--- config.mk ---
export PLATFORM = sky130hd
export DESIGN_NAME = touch_adc_register_block
export DESIGN_NICKNAME = d
export VERILOG_FILES = /design/src/design/tadc_pkg.sv /design/src/design/touch_adc_register_block.sv
export SDC_FILE = /design/constraint.sdc
export NUM_CORES = 1
export LEC_CHECK = 0
export ABC_AREA = 1
export BUFFER_PORTS_ARGS = -buffer_cell sky130_fd_sc_hd__buf_2
export CORE_UTILIZATION = 30
export CTS_CLUSTER_DIAMETER = 40
export DETAILED_ROUTE_END_ITERATION = 10
export GPL_ROUTABILITY_DRIVEN = 0
export GPL_TIMING_DRIVEN = 0
export HOLD_SLACK_MARGIN = 0.08
export PLACE_DENSITY = 0.51
export SLEW_MARGIN = 20
export SYNTH_ARGS = -nofsm -noshare
export SYNTH_HDL_FRONTEND = slang
export SYNTH_SLANG_ARGS = --single-unit
--- constraint.sdc ---
create_clock -name clock -period 6.3 [get_ports clock]
set_input_delay 0.315 -clock clock [delete_from_list [all_inputs] [get_ports clock]]
set_output_delay 0.315 -clock clock [all_outputs]
set_load 0.02 [all_outputs]
--- src/design/tadc_pkg.sv ---
package tadc_pkg;

   // coordinate handling
   localparam int CoordBits = 12;
   localparam int PenBits   = 12;
   localparam int ScaleBits = 10;
   localparam int NumBits   = PenBits + ScaleBits;
   localparam int StepBits  = $clog2(NumBits);
   localparam int DivBits   = 13;
   localparam int SampleBits = 16;

   localparam logic [PenBits-1:0]   CoordMask = PenBits'((64'd1 << CoordBits) - 64'd1);
   localparam logic [ScaleBits-1:0] XScale    = 10'd875;
   localparam logic [ScaleBits-1:0] YScale    = 10'd870;
   localparam logic [ScaleBits-1:0] XBase     = 10'd90;
   localparam logic [ScaleBits-1:0] YBase     = 10'd920;
   localparam logic [StepBits-1:0]  StepLast  = StepBits'(NumBits - 1);

   // register bits
   localparam logic [31:0] StartBit = 32'h0000_0001;
   localparam logic [31:0] EndFlag  = 32'h0000_8000;
   localparam logic [31:0] DpstMask = 32'h0000_3000;
   localparam logic [31:0] UpFlag   = 32'h0000_8000;
   localparam int          PstShift = 12;

   // register offsets
   localparam logic [7:0] OFF_CONTROL = 8'd0;
   localparam logic [7:0] OFF_TOUCH   = 8'd4;
   localparam logic [7:0] OFF_DELAY   = 8'd8;
   localparam logic [7:0] OFF_DATA0   = 8'd12;
   localparam logic [7:0] OFF_DATA1   = 8'd16;

   // configuration register indexes
   localparam int CsrIndexBits = 4;
   localparam logic [CsrIndexBits-1:0] CSR_SCREEN_WIDTH  = 4'd0;
   localparam logic [CsrIndexBits-1:0] CSR_SCREEN_HEIGHT = 4'd1;

   localparam logic [DivBits-1:0] WidthReset  = 13'd240;
   localparam logic [DivBits-1:0] HeightReset = 13'd320;

   // item commands
   typedef enum logic [2:0] {
      CMD_READ  = 3'd0,
      CMD_WRITE = 3'd1,
      CMD_DOWN  = 3'd2,
      CMD_MOVE  = 3'd3,
      CMD_UP    = 3'd4,
      CMD_LOST  = 3'd5
   } cmd_type;

   // sequencer states
   typedef enum logic [4:0] {
      ST_IDLE  = 5'b00001,
      ST_EXEC  = 5'b00010,
      ST_MUL   = 5'b00100,
      ST_DIV   = 5'b01000,
      ST_STORE = 5'b10000
   } state_type;

   // data0 after a pen state change
   function automatic logic [31:0] pen_data0(input logic [31:0] data0,
                                             input logic [31:0] touch_ctl,
                                             input logic up);
      logic [31:0] pst;
      pst = (touch_ctl & 32'h0000_0003) << PstShift;
      return (data0 & ~(DpstMask | UpFlag)) | pst | (up ? UpFlag : 32'd0);
   endfunction

   // data1 after a pen state change
   function automatic logic [31:0] pen_data1(input logic [31:0] data1, input logic up);
      return (data1 & ~UpFlag) | (up ? UpFlag : 32'd0);
   endfunction

endpackage

--- src/design/touch_adc_register_block.sv ---
// Touch-panel ADC register block. An item is taken when start is high and busy
// is low; its single result appears one cycle with rsp_strobe, and the receiver
// cannot stall it, so it must be captured in that cycle. For register reads and
// writes, pen events that take no sample and capture-lost events, the strobe is
// registered from the EXEC state. A pen event that takes a sample goes through
// MUL, DIV and STORE per axis: the scaling runs x and then y through one shared
// multiplier and one restoring divider: one quotient bit per cycle, 22 per axis.
// The screen size registers are written through the csr_ port, which is always
// ready and must only be used while the block is idle.
module touch_adc_register_block (
   input  logic        clock,
   input  logic        reset,
   input  logic        start,
   output logic        busy,
   input  logic [2:0]  req_cmd,
   input  logic [7:0]  req_reg_offset,
   input  logic [31:0] req_write_data,
   input  logic [11:0] req_pen_x,
   input  logic [11:0] req_pen_y,
   output logic        rsp_strobe,
   output logic [31:0] rsp_read_data,
   output logic        rsp_touch_irq,
   output logic        rsp_bad_access,
   input  logic        csr_valid,
   output logic        csr_ready,
   input  logic [tadc_pkg::CsrIndexBits-1:0] csr_index,
   input  logic [tadc_pkg::DivBits-1:0]      csr_wdata
);

   tadc_pkg::state_type state_ff, state_in;

   logic [tadc_pkg::DivBits-1:0]    width_ff, width_in;
   logic [tadc_pkg::DivBits-1:0]    height_ff, height_in;
   logic [31:0] control_ff, control_in;
   logic [31:0] touch_ff, touch_in;
   logic [31:0] delay_ff, delay_in;
   logic [31:0] data0_ff, data0_in;
   logic [31:0] data1_ff, data1_in;
   logic [tadc_pkg::SampleBits-1:0] sample_x_ff, sample_x_in;
   logic [tadc_pkg::SampleBits-1:0] sample_y_ff, sample_y_in;

   logic [2:0]  cmd_ff, cmd_in;
   logic [7:0]  offset_ff, offset_in;
   logic [31:0] wdata_ff, wdata_in;
   logic [tadc_pkg::PenBits-1:0] pen_x_ff, pen_x_in;
   logic [tadc_pkg::PenBits-1:0] pen_y_ff, pen_y_in;

   logic                            axis_ff, axis_in;
   logic [tadc_pkg::NumBits-1:0]    num_ff, num_in;
   logic [tadc_pkg::DivBits-1:0]    rem_ff, rem_in;
   logic [tadc_pkg::StepBits-1:0]   step_ff, step_in;

   logic        rsp_strobe_ff, rsp_strobe_in;
   logic [31:0] rsp_read_data_ff, rsp_read_data_in;
   logic        rsp_touch_irq_ff, rsp_touch_irq_in;
   logic        rsp_bad_access_ff, rsp_bad_access_in;

   logic [tadc_pkg::DivBits-1:0]   divisor;
   logic [tadc_pkg::DivBits:0]     trial;
   logic [tadc_pkg::NumBits:0]     x_sum;
   logic [tadc_pkg::ScaleBits-1:0] y_diff;

   assign busy      = (state_ff != tadc_pkg::ST_IDLE);
   assign csr_ready = 1'b1;

   assign rsp_strobe     = rsp_strobe_ff;
   assign rsp_read_data  = rsp_read_data_ff;
   assign rsp_touch_irq  = rsp_touch_irq_ff;
   assign rsp_bad_access = rsp_bad_access_ff;

   // divider datapath, zero divisor acts as one
   always_comb begin
      divisor = axis_ff ? height_ff : width_ff;
      if (divisor == '0) begin
         divisor = tadc_pkg::DivBits'(1);
      end
      trial  = {rem_ff, num_ff[tadc_pkg::NumBits-1]};
      x_sum  = {1'b0, num_ff} + (tadc_pkg::NumBits+1)'(tadc_pkg::XBase);
      y_diff = tadc_pkg::YBase - num_ff[tadc_pkg::ScaleBits-1:0];
   end

   // sequencer and register update
   always_comb begin
      state_in    = state_ff;
      width_in    = width_ff;
      height_in   = height_ff;
      control_in  = control_ff;
      touch_in    = touch_ff;
      delay_in    = delay_ff;
      data0_in    = data0_ff;
      data1_in    = data1_ff;
      sample_x_in = sample_x_ff;
      sample_y_in = sample_y_ff;
      cmd_in      = cmd_ff;
      offset_in   = offset_ff;
      wdata_in    = wdata_ff;
      pen_x_in    = pen_x_ff;
      pen_y_in    = pen_y_ff;
      axis_in     = axis_ff;
      num_in      = num_ff;
      rem_in      = rem_ff;
      step_in     = step_ff;
      rsp_strobe_in     = 1'b0;
      rsp_read_data_in  = '0;
      rsp_touch_irq_in  = 1'b0;
      rsp_bad_access_in = 1'b0;

      // configuration writes
      if (csr_valid) begin
         if (csr_index == tadc_pkg::CSR_SCREEN_WIDTH) begin
            width_in = csr_wdata;
         end else if (csr_index == tadc_pkg::CSR_SCREEN_HEIGHT) begin
            height_in = csr_wdata;
         end
      end

      unique case (state_ff)
         tadc_pkg::ST_IDLE: begin
            if (start) begin
               cmd_in    = req_cmd;
               offset_in = req_reg_offset;
               wdata_in  = req_write_data;
               pen_x_in  = req_pen_x & tadc_pkg::CoordMask;
               pen_y_in  = req_pen_y & tadc_pkg::CoordMask;
               state_in  = tadc_pkg::ST_EXEC;
            end
         end

         tadc_pkg::ST_EXEC: begin
            state_in = tadc_pkg::ST_IDLE;
            axis_in  = 1'b0;
            unique case (cmd_ff)
               tadc_pkg::CMD_READ: begin
                  rsp_strobe_in = 1'b1;
                  unique case (offset_ff)
                     tadc_pkg::OFF_CONTROL: rsp_read_data_in = control_ff;
                     tadc_pkg::OFF_TOUCH:   rsp_read_data_in = touch_ff;
                     tadc_pkg::OFF_DELAY:   rsp_read_data_in = delay_ff;
                     tadc_pkg::OFF_DATA0:   rsp_read_data_in = data0_ff;
                     tadc_pkg::OFF_DATA1:   rsp_read_data_in = data1_ff;
                     default:               rsp_bad_access_in = 1'b1;
                  endcase
               end
               tadc_pkg::CMD_WRITE: begin
                  rsp_strobe_in = 1'b1;
                  unique case (offset_ff)
                     tadc_pkg::OFF_CONTROL: begin
                        if ((wdata_ff & tadc_pkg::StartBit) != '0) begin
                           // conversion start: latch samples with axes swapped
                           control_in = (wdata_ff & ~tadc_pkg::StartBit) | tadc_pkg::EndFlag;
                           data0_in   = {data0_ff[31:10], sample_y_ff[9:0]};
                           data1_in   = {data1_ff[31:10], sample_x_ff[9:0]};
                        end else begin
                           control_in = wdata_ff;
                        end
                     end
                     tadc_pkg::OFF_TOUCH: touch_in = wdata_ff;
                     tadc_pkg::OFF_DELAY: delay_in = wdata_ff;
                     tadc_pkg::OFF_DATA0, tadc_pkg::OFF_DATA1: begin
                     end
                     default: rsp_bad_access_in = 1'b1;
                  endcase
               end
               tadc_pkg::CMD_DOWN: begin
                  // pen goes down first, so the guard sees the new state
                  data0_in = tadc_pkg::pen_data0(data0_ff, touch_ff, 1'b0);
                  data1_in = tadc_pkg::pen_data1(data1_ff, 1'b0);
                  if (touch_ff[1:0] != 2'b00) begin
                     state_in = tadc_pkg::ST_MUL;
                  end else begin
                     rsp_strobe_in    = 1'b1;
                     rsp_touch_irq_in = 1'b1;
                  end
               end
               tadc_pkg::CMD_MOVE, tadc_pkg::CMD_UP: begin
                  if ((data0_ff[13:12] != 2'b00) && !data0_ff[15]) begin
                     state_in = tadc_pkg::ST_MUL;
                  end else begin
                     rsp_strobe_in = 1'b1;
                     if (cmd_ff == tadc_pkg::CMD_UP) begin
                        data0_in = tadc_pkg::pen_data0(data0_ff, touch_ff, 1'b1);
                        data1_in = tadc_pkg::pen_data1(data1_ff, 1'b1);
                        rsp_touch_irq_in = 1'b1;
                     end
                  end
               end
               tadc_pkg::CMD_LOST: begin
                  rsp_strobe_in = 1'b1;
                  if (!data0_ff[15]) begin
                     data0_in = tadc_pkg::pen_data0(data0_ff, touch_ff, 1'b1);
                     data1_in = tadc_pkg::pen_data1(data1_ff, 1'b1);
                     rsp_touch_irq_in = 1'b1;
                  end
               end
               default: rsp_strobe_in = 1'b1;
            endcase
         end

         // scaled coordinate product for the current axis
         tadc_pkg::ST_MUL: begin
            if (axis_ff) begin
               num_in = {tadc_pkg::ScaleBits'(0), pen_y_ff}
                      * {tadc_pkg::PenBits'(0), tadc_pkg::YScale};
            end else begin
               num_in = {tadc_pkg::ScaleBits'(0), pen_x_ff}
                      * {tadc_pkg::PenBits'(0), tadc_pkg::XScale};
            end
            rem_in   = '0;
            step_in  = '0;
            state_in = tadc_pkg::ST_DIV;
         end

         // one restoring division step, quotient shifts into num
         tadc_pkg::ST_DIV: begin
            if (trial >= {1'b0, divisor}) begin
               rem_in = tadc_pkg::DivBits'(trial - {1'b0, divisor});
               num_in = {num_ff[tadc_pkg::NumBits-2:0], 1'b1};
            end else begin
               rem_in = trial[tadc_pkg::DivBits-1:0];
               num_in = {num_ff[tadc_pkg::NumBits-2:0], 1'b0};
            end
            step_in = step_ff + tadc_pkg::StepBits'(1);
            if (step_ff == tadc_pkg::StepLast) begin
               state_in = tadc_pkg::ST_STORE;
            end
         end

         // offset and clamp the quotient, then next axis or finish the item
         tadc_pkg::ST_STORE: begin
            if (!axis_ff) begin
               if (x_sum > (tadc_pkg::NumBits+1)'(16'hFFFF)) begin
                  sample_x_in = 16'hFFFF;
               end else begin
                  sample_x_in = x_sum[tadc_pkg::SampleBits-1:0];
               end
               axis_in  = 1'b1;
               state_in = tadc_pkg::ST_MUL;
            end else begin
               if (num_ff >= tadc_pkg::NumBits'(tadc_pkg::YBase)) begin
                  sample_y_in = '0;
               end else begin
                  sample_y_in = {(tadc_pkg::SampleBits-tadc_pkg::ScaleBits)'(0), y_diff};
               end
               rsp_strobe_in    = 1'b1;
               rsp_touch_irq_in = (cmd_ff != tadc_pkg::CMD_MOVE);
               if (cmd_ff == tadc_pkg::CMD_UP) begin
                  data0_in = tadc_pkg::pen_data0(data0_ff, touch_ff, 1'b1);
                  data1_in = tadc_pkg::pen_data1(data1_ff, 1'b1);
               end
               state_in = tadc_pkg::ST_IDLE;
            end
         end

         default: state_in = tadc_pkg::ST_IDLE;
      endcase
   end

   // control state and architectural registers
   always_ff @(posedge clock) begin
      if (reset) begin
         state_ff      <= tadc_pkg::ST_IDLE;
         width_ff      <= tadc_pkg::WidthReset;
         height_ff     <= tadc_pkg::HeightReset;
         control_ff    <= '0;
         touch_ff      <= '0;
         delay_ff      <= '0;
         data0_ff      <= tadc_pkg::UpFlag;
         data1_ff      <= tadc_pkg::UpFlag;
         sample_x_ff   <= '0;
         sample_y_ff   <= '0;
         rsp_strobe_ff <= 1'b0;
      end else begin
         state_ff      <= state_in;
         width_ff      <= width_in;
         height_ff     <= height_in;
         control_ff    <= control_in;
         touch_ff      <= touch_in;
         delay_ff      <= delay_in;
         data0_ff      <= data0_in;
         data1_ff      <= data1_in;
         sample_x_ff   <= sample_x_in;
         sample_y_ff   <= sample_y_in;
         rsp_strobe_ff <= rsp_strobe_in;
      end
   end

   // item payload and divider datapath
   always_ff @(posedge clock) begin
      cmd_ff            <= cmd_in;
      offset_ff         <= offset_in;
      wdata_ff          <= wdata_in;
      pen_x_ff          <= pen_x_in;
      pen_y_ff          <= pen_y_in;
      axis_ff           <= axis_in;
      num_ff            <= num_in;
      rem_ff            <= rem_in;
      step_ff           <= step_in;
      rsp_read_data_ff  <= rsp_read_data_in;
      rsp_touch_irq_ff  <= rsp_touch_irq_in;
      rsp_bad_access_ff <= rsp_bad_access_in;
   end

endmodule
Word-level counts from Yosys, hierarchy flattened
Cells that the tools add are included.
{ "classes": {"n_reduce_logical": 29, "eq_ne": 33, "n_addsub": 4, "multipliers": 2, "bitwise_logic": 3, "order_cmp": 3, "n_mux": 48} }
{ "op_table": {"columns": ["operator", "count"], "rows": [
  ["32-bit case mux with 4 select lines", 2],
  ["32-bit 2-to-1 mux", 6],
  ["32-bit case mux with 5 select lines", 1],
  ["32-bit case mux with 2 select lines", 2],
  ["10-bit 2-to-1 mux", 6],
  ["16-bit 2-to-1 mux", 3],
  ["22-bit case mux with 2 select lines", 1],
  ["13-bit 2-to-1 mux", 3],
  ["32-bit by 14-bit OR with 32-bit output", 1],
  ["13-bit case mux with 2 select lines", 1],
  ["5-bit case mux with 5 select lines", 1],
  ["22-bit by 7-bit adder with 23-bit output, second input constant", 1],
  ["23-bit by 16-bit > comparator with 1-bit output, second input constant", 1],
  ["22-bit by 10-bit >= comparator with 1-bit output, second input constant", 1],
  ["12-bit by 10-bit multiplier with 22-bit output, second input constant", 1],
  ["22-bit 2-to-1 mux", 1],
  ["12-bit by 9-bit multiplier with 21-bit output, second input constant", 1],
  ["8-bit by 4-bit equality test with 1-bit output, second input constant", 2],
  ["14-bit by 13-bit >= comparator with 1-bit output", 1],
  ["2-bit != test, second input constant", 7],
  ["2-bit AND reduction", 7],
  ["7-bit AND reduction", 2],
  ["13-bit logical NOT", 1],
  ["13-bit subtractor", 1],
  ["other kinds (40)", 68]
]} }
{ "totals": {"regBits": 354, "elab_cells": 149, "out_inout_bits": 37} }

Logic depth before layout (Yosys ltp)
Gate-level depths: netlist (run 1).
{ "depth": {"depth_word": 6, "mapped_depth": 24} }

Worst setup path after synthesis (run 1)
Ideal clock, no wire load.
{ "synth_timing": {"path_type": "flip-flop to flip-flop", "startpoint": "register pen_x_ff[2] (netlist bit)", "endpoint": "register num_ff[17] (netlist bit), data pin", "arrival_ns": 4.248, "setup_ns": 0.253, "stages_incl_launch_ff": 21, "path_buffers": 0, "required_time_ns": 6.047, "setup_slack_ns": 1.799, "cell_sequence": "edfxtp_1 ha_1 xor2_1 ha_1 or2_2 fa_1 fa_1 inv_1 fa_1 inv_1 ha_1 nand2_1 inv_1 a21boi_0 nor2_1 nor2_1 nand3_1 nand3_1 nand2_1 nand2_1 nand2_1"} }
{ "synth_between": {"elab_chain_cells": 3} }
{ "synth_lines": {"columns": ["element", "line", "text"], "rows": [
  ["start: declaration", "touch_adc_register_block.sv:45", "logic [tadc_pkg::PenBits-1:0] pen_x_ff, pen_x_in;"],
  ["start signal: assignment", "touch_adc_register_block.sv:292", "pen_x_ff <= pen_x_in;"],
  ["12-bit by 10-bit multiplier with 22-bit output", "touch_adc_register_block.sv:206", "* {tadc_pkg::PenBits'(0), tadc_pkg::XScale};"],
  ["22-bit 2-to-1 mux", "touch_adc_register_block.sv:201", "if (axis_ff) begin"],
  ["22-bit case mux with 2 select lines", "touch_adc_register_block.sv:117", "unique case (state_ff)"],
  ["net num_in, one bit", "touch_adc_register_block.sv:49", "logic [tadc_pkg::NumBits-1:0] num_ff, num_in;"],
  ["end signal: assignment", "touch_adc_register_block.sv:295", "num_ff <= num_in;"],
  ["end: declaration", "touch_adc_register_block.sv:49", null]
]} }
The timed path passes the listed nets, and every way through them passes these cells.
A chain may end at the register's enable or synchronous reset.

Final worst setup path (run 1)
{ "layout_timing": {"startpoint": "register pen_x_ff[2] (netlist bit)", "endpoint": "register num_ff[20] (netlist bit), data pin"} }
The elaborated chain is that of the path after synthesis.

==> out/qor.csv, run 1 <==
metric,value,unit
clk_pin_slew,0.05,ns
mostFrequentLayoutCell,nand2_1,
ys.warnings.count,0,
drc_errors,0,
antenna_found_initial,0,
avgViaCountPerCell,4.69,
port_buffers,122,
vias,16400,
swShare,38.7,%
p_switching,3.44,mW
startpoint_type,register,
synth_ff_type,dfxtp_1,
cp_slowest_cell,fa_1,
cts_made_buffers,55,
arrival,5.60,ns
path_buf_inv,3,
fill_cells,6471,
cp.required,6.62,ns
clk_latency,0.62,ns
clkPwrFrac,34.4,%
die_w,253,um
die_h,253,um
synth.distinct_cells,57,
critPathKind,register to register,
yosys_register_bits,313,
syn_inst,2345,
die_area,63900,um^2
p_leak,10.6,nW
clock.fmax,190,MHz
min_period,5.28,ns
whs,0.215,ns
async_reset_ff_share,0,%
htreeDepth,2,
grt_pass1_wl,84000,um
maxSlewViolCount,0,
stdcell_count,3493,
final_min_period_over_clock_period,83.8,%
pre_cts_slack,1.02,ns
maxCapViolCount,0,
synth.largest_area_cell,dfxtp_1,
grtUsageTotal,16.4,%
clock_path_buffers,3,
placed_cells,3308,
crit_chain,ha_1 -> xor2_1 -> ha_1 -> fa_1 -> fa_1 -> inv_1 -> fa_1 -> inv_1 -> ha_1 -> nand2_1 -> inv_1 -> nand2_1 -> o21bai_1 -> nand3b_1 -> nand2_1 -> a21oi_1 -> nor2_1 -> nor2_1 -> nor2_1,
syn_area_per_cell,8.04,um^2
ff_latch_area,7350,um^2
worst_pin_slew,0.803,ns
drt_wl_total,52300,um
slowest_delay,0.54,ns
cts_resized,0,
gr-total-overflow,0,
root_buffer,clkbuf_16,
maxSlewHeadroom,46.5,%
numClockSinks,313,
layout-drive-gt1-share,11.0,%
start_util,30.5,%
hold_path_class,input pin to register,
core,61900,um^2
seqPwrFrac,25.2,%
power_frac_comb,40.4,%
hpwl,40100,um
layout.nets,2921,
std_cell_rows,91,
ios,125,
ir_drop,0.270,mV
layout_common_cells,"nand2_1 (416), nor2_1 (361), inv_1 (290)",
syn2layout_area_growth,24.0,%
synth.top_cell.area_share,21.8,%
wire_per_inst,15.0,um
grt_max_degree,33,
power_per_cell_area,380,nW/um^2
num_antenna_cells,0,
status,"complete, no violations",
tritoncts,built,
clock_skew,0.0479,ns
rsz0062_at_grt,no,
timing_hold_violations_final,0,
netlist_area,18900,um^2
yosysSeqAreaShare,38.9,%
multi_input_area,10000,um^2
cp_top_family,adder cells,
worst-path-max-fanout,6,
antenna_left,0,
cp-end-kind,register,
internal_power,5.45,mW
grt_pass1_vias,16100,
dr.pass1.iters,5,
fin_tns_setup,0,ns
finalSetupViolCount,0,
drt_iter0_drc,965,
synth_nets,2657,
synth-edff-count,108,
setup_ws,1.02,ns
synth_area_leaders,"dfxtp_1 (22%), edfxtp_1 (17%), ha_1 (10%), nand2_1 (8.3%), nor2_1 (7.2%)",
-- synthesized netlist by cell type (22+ instances only) --
cell	n
a21oi_1	125
o21ai_0	195
ha_1	157
nor2_1	362
nand3_1	106
dfxtp_1	205
inv_1	290
clkbuf_1	46
nand2_1	417
xor2_1	26
nand4_1	22
a31oi_1	29
fa_1	67
edfxtp_1	108
-- sequential cells by signal, indices dropped and copies added (netlist names), 12 cells and up --
register,cells
rem_ff,13
control_ff,31
pen_y_ff,12
num_ff,22
pen_x_ff,12
width_ff,13
wdata_ff,32
rsp_read_data,32
touch_ff,32
data0_ff,13
height_ff,13
delay_ff,32
-- final cells by class --
cell class	count	share of cell area, %
Timing Repair Buffer	207	6.45
Multi-Input combinational cell	1648	42.9
Tap cell	837	4.48
Clock inverter	34	1.64
Buffer	78	1.50
Inverter	306	4.91
Sequential cell	313	31.4
Clock buffer	70	6.76
-- stage by stage --
| step | utilization (%) | total power, mW | cell area, um^2 |
|---|---|---|---|
| floorplan | - | 4.93 | 18900 |
| global placement | 33.1 | 5.81 | 20500 |
| detailed placement | 33.3 | 5.83 | 20600 |
| CTS | 37.8 | 9.00 | 23400 |
| global route | 37.8 | 9.63 | 23400 |
| finish | 37.8 | 8.89 | 23400 |
-- routing by layer --
layer  vias up  routed length, um  track usage, %  share of wire [%]
li1       8237                  -               -                  -
met1      7694              24300            21.8                 47
met2       383              23700            26.9                 45
met3        78               2750            2.64                5.3
met4         0               1450            5.61                2.8
met5         -                  0               0                  0
-- cells by family after synthesis --
family / count (synthesis) / share of synthesized area [%]
compound gates: 418 / 12.3
xor+xnor: 37 / 1.72
fa+ha+maj: 224 / 17.5
buf+inv: 384 / 7.95
flops: 313 / 38.9
mux: 4 / 0.212
other cells: 1 / 0.0199
simple gates: 964 / 21.3
-- path summary, 6_finish.rpt --
check | start | to | slack [ns] | cells past startpoint
max | pen_x_ff[2] | num_ff[20] | 1.02 | 19
min | csr_valid | width_ff[3] | 0.22 | 4
max reg2reg | pen_x_ff[2] | num_ff[20] | 1.02 | 19
min reg2reg | width_ff[3] | width_ff[3] | 0.45 | 2
-- timing repair --
item                                    in CTS  in global routing
hold buffers                                81                  0
endpoints found under the setup margin       0                  0
buffers inserted                             0                  0
endpoints found under the hold margin       95                  0
-- worst register-to-register path: stages, from the launching register on --
cell,delay [ns]
edfxtp_1,0.50
ha_1,0.39
xor2_1,0.48
ha_1,0.36
fa_1,0.51
fa_1,0.54
inv_1,0.05
fa_1,0.50
inv_1,0.04
ha_1,0.36
nand2_1,0.12
inv_1,0.11
nand2_1,0.08
o21bai_1,0.16
nand3b_1,0.17
nand2_1,0.11
a21oi_1,0.15
nor2_1,0.06
nor2_1,0.24
nor2_1,0.08
-- power by group through the flow --
| stage | combinational, mW | clock [mW] | sequential (mW) |
|---|---|---|---|
| 2_1_floorplan | 2.66 | 0 | 2.27 |
| 3_3_place_gp | 3.52 | 0 | 2.29 |
| 3_5_place_dp | 3.55 | 0 | 2.28 |
| 4_1_cts | 3.62 | 3.14 | 2.24 |
| 5_1_grt | 4.16 | 3.22 | 2.24 |
| 6_report | 3.59 | 3.06 | 2.24 |
Power figures use the tool's default switching activity.
==> run 2: changes to the inputs <==
--- a/config.mk
+++ b/config.mk
@@ -5,7 +5,7 @@
 export SDC_FILE = /design/constraint.sdc
 export NUM_CORES = 1
 export LEC_CHECK = 0
-export ABC_AREA = 1
+export ABC_AREA = 0
 export BUFFER_PORTS_ARGS = -buffer_cell sky130_fd_sc_hd__buf_2
 export CORE_UTILIZATION = 30
 export CTS_CLUSTER_DIAMETER = 40
@@ -13,7 +13,7 @@
 export GPL_ROUTABILITY_DRIVEN = 0
 export GPL_TIMING_DRIVEN = 0
 export HOLD_SLACK_MARGIN = 0.08
-export PLACE_DENSITY = 0.51
+export PLACE_DENSITY = 0.53
 export SLEW_MARGIN = 20
 export SYNTH_ARGS = -nofsm -noshare
 export SYNTH_HDL_FRONTEND = slang
==> constraint.sdc (replaced) <==
create_clock -name clock -period 4.6 [get_ports clock]
set_input_delay 0.23 -clock clock [delete_from_list [all_inputs] [get_ports clock]]
set_output_delay 0.23 -clock clock [all_outputs]
set_load 0.02 [all_outputs]
==> run 2 against run 1 <==
The flow now finishes with violations (DRC, setup timing). Die area decreased by 4.7%. Wire length decreased by 6.4%. Setup slack got worse by 1.3 ns. Combinational power increased by 69%. Cell count decreased by 12%. Clock power increased by 42%. Register-to-register slack got worse by 1.3 ns. Sequential share of layout area about the same. Synthesized area decreased by 4.7%. Via count decreased by 10%. Clock-buffer cell count increased by 6. Critical path depth unchanged.
==> out/qor.csv, run 2 <==
metric,value,unit
status,"complete, but fails checks",
violations,"DRC, setup timing",
clock_skew,0.0370,ns
core,59100,um^2
maxSlewViolCount,0,
hold_path_class,input pin to register,
dpl_cell_area,19700,um^2
antenna_left,0,
num_antenna_cells,0,
layout-drive-gt1-share,16.4,%
antenna_found_initial,0,
std_cell_rows,89,
p_leak,9.74,nW
yosysMostFrequentCell,nand2_1,
final_cell_area,23400,um^2
clock.fmax,205,MHz
yosysSeqAreaShare,40.9,%
ios,125,
grt_pass1_vias,14800,
synth_nets,2256,
netlist_area,18000,um^2
final_min_period_over_clock_period,106,%
whs,0.175,ns
cp_top_family,adder cells,
worst-path-max-fanout,4,
path_buf_inv,2,
clk_pin_slew,0.05,ns
cts_made_buffers,60,
synth_ff_type,dfxtp_1,
avgViaCountPerCell,4.76,
drt_wl_total,48900,um
async_reset_ff_share,0,%
drc_errors,20,
port_buffers,122,
cp-end-kind,register,
setup_ws,-0.279,ns
routedLengthMet1,22200,um
power_per_cell_area,577,nW/um^2
path_depth,19,
yosys-top-cells-count,"nand2_1 (310), a21oi_1 (214), dfxtp_1 (205)",
synth.distinct_cells,68,
clk_latency,0.61,ns
synth-edff-count,108,
slowest_delay,0.50,ns
dr.pass1.iters,9,
grt_max_degree,35,
ys.warnings.count,0,
vias,14700,
min_path_cells,5,
synth.top_cell.area_share,22.8,%
finalPower,13.5,mW
ir_drop,0.538,mV
hpwl,35600,um
grtUsageTotal,16.0,%
drt_iter0_drc,789,
mostFrequentLayoutCell,nand2_1,
die_w,247,um
syn_inst,1944,
syn2layout_area_growth,30.1,%
grt_pass1_wl,77300,um
tritoncts,built,
start_util,30.4,%
clock_path_buffers,3,
numClockSinks,313,
root_buffer,clkbuf_16,
critPathKind,register to register,
layout_common_cells,"nand2_1 (308), a21oi_1 (206), dfxtp_1 (205)",
cp.required,4.92,ns
maxCapViolCount,0,
layout.nets,2571,
worst_pin_slew,0.899,ns
cp_slowest_cell,edfxtp_1,
startpoint_type,register,
top_layer,met4,
yosys_register_bits,313,
timing_hold_violations_final,0,
min_period,4.88,ns
synth_area_leaders,"dfxtp_1 (23%), edfxtp_1 (18%), ha_1 (11%), fa_1 (7.5%), nand2_1 (6.5%)",
htreeDepth,2,
syn_area_per_cell,9.25,um^2
maxSlewHeadroom,40.1,%
wl_met3,2250,um
die_area,60900,um^2
pre_cts_slack,-0.959,ns
fill_cells,5809,
rsz0062_at_grt,yes,
wl_met2,23300,um
synth.largest_area_cell,dfxtp_1,
finalSetupViolCount,10,
die_h,247,um
arrival,5.20,ns
gr-total-overflow,0,
ff2ff_path_depth,19,
crit_chain,ha_4 -> xor2_4 -> ha_4 -> or2_4 -> fa_1 -> fa_1 -> inv_1 -> fa_1 -> inv_1 -> ha_4 -> a211oi_4 -> nor2_4 -> nor4_2 -> nand3_2 -> a41oi_2 -> o21ai_1 -> xnor2_1 -> mux2i_1 -> a21oi_1,
fin_util,39.6,%
wire_per_inst,15.9,um
-- run 2: worst register-to-register path, delay by kind of cell (launching register included) --
kind	cells	cell delay, ns
adder cells (fa/ha/maj)	6	2.12
XOR/XNOR	2	0.34
multiplexers	1	0.14
flip-flops	1	0.50
AO/OA/AOI/OAI	4	0.67
AND/OR/NAND/NOR	4	0.71
buffers and inverters	2	0.12
-- run 2: worst paths after layout --
kind,start,end,slack [ns]
worst max-delay path,pen_x_ff[1],num_ff[21],-0.28
worst min-delay path,csr_valid,height_ff[8],0.18
worst min register to register,touch_ff[29],touch_ff[29],0.45
worst max register to register,pen_x_ff[1],num_ff[21],-0.28
-- run 2: logic make-up after synthesis --
kind of cell               after synthesis  share of synthesized area [%]
and+or+nand+nor                        639                           15.3
AOI/OAI and AO/OA                      382                           12.8
DFF                                    313                           40.9
buffers and inverters                  244                           5.30
adders and majority gates              224                           18.4
muxes                                   75                           4.19
xor gates and xnor gates                66                           3.22
other                                    1                         0.0209
-- run 2: power by group --
group	switching, mW	internal [mW]	total (mW)
clock network	1.58	2.77	4.35
registers	0.0528	3.02	3.07
logic	3.22	2.85	6.08
total	4.86	8.64	13.5
-- run 2: repair_timing --
| item | in CTS | in global routing |
|---|---|---|
| gates resized for setup | 47 | 37 |
| endpoints found under the setup margin | 26 | 20 |
| hold buffers | 88 | 0 |
| endpoints found under the hold margin | 97 | 0 |
| setup buffers | 35 | 7 |
| pin swaps | 36 | 25 |
-- run 2: cell type report --
class                   instances  area (um^2)  share of cell area [%]
clock inverters                37          319                    1.36
plain buffers                  89          374                    1.60
well taps                     773          967                    4.14
multi-input cells            1387        10200                    43.5
inverters                     154          578                    2.47
flip-flops and latches        313         7350                    31.4
repair buffers                254         1880                    8.03
clock buffers                  76         1750                    7.47
-- run 2: layer usage --
metal	global-route usage (%)	vias up
met5	0	-
met4	5.01	0
met3	2.84	89
met2	27.1	334
met1	20.5	6960
li1	-	7296
-- run 2: stage by stage --
| stage | setup TNS, ns | cells |
|---|---|---|
| 3_5_place_dp | -16.89 | 2842 |
| 2_1_floorplan | -0.0292 | 1944 |
| 3_3_place_gp | -119.77 | 2839 |
| 5_1_grt | -4.12 | 3083 |
| 4_1_cts | -1.69 | 3077 |
| 6_report | -1.78 | 3083 |
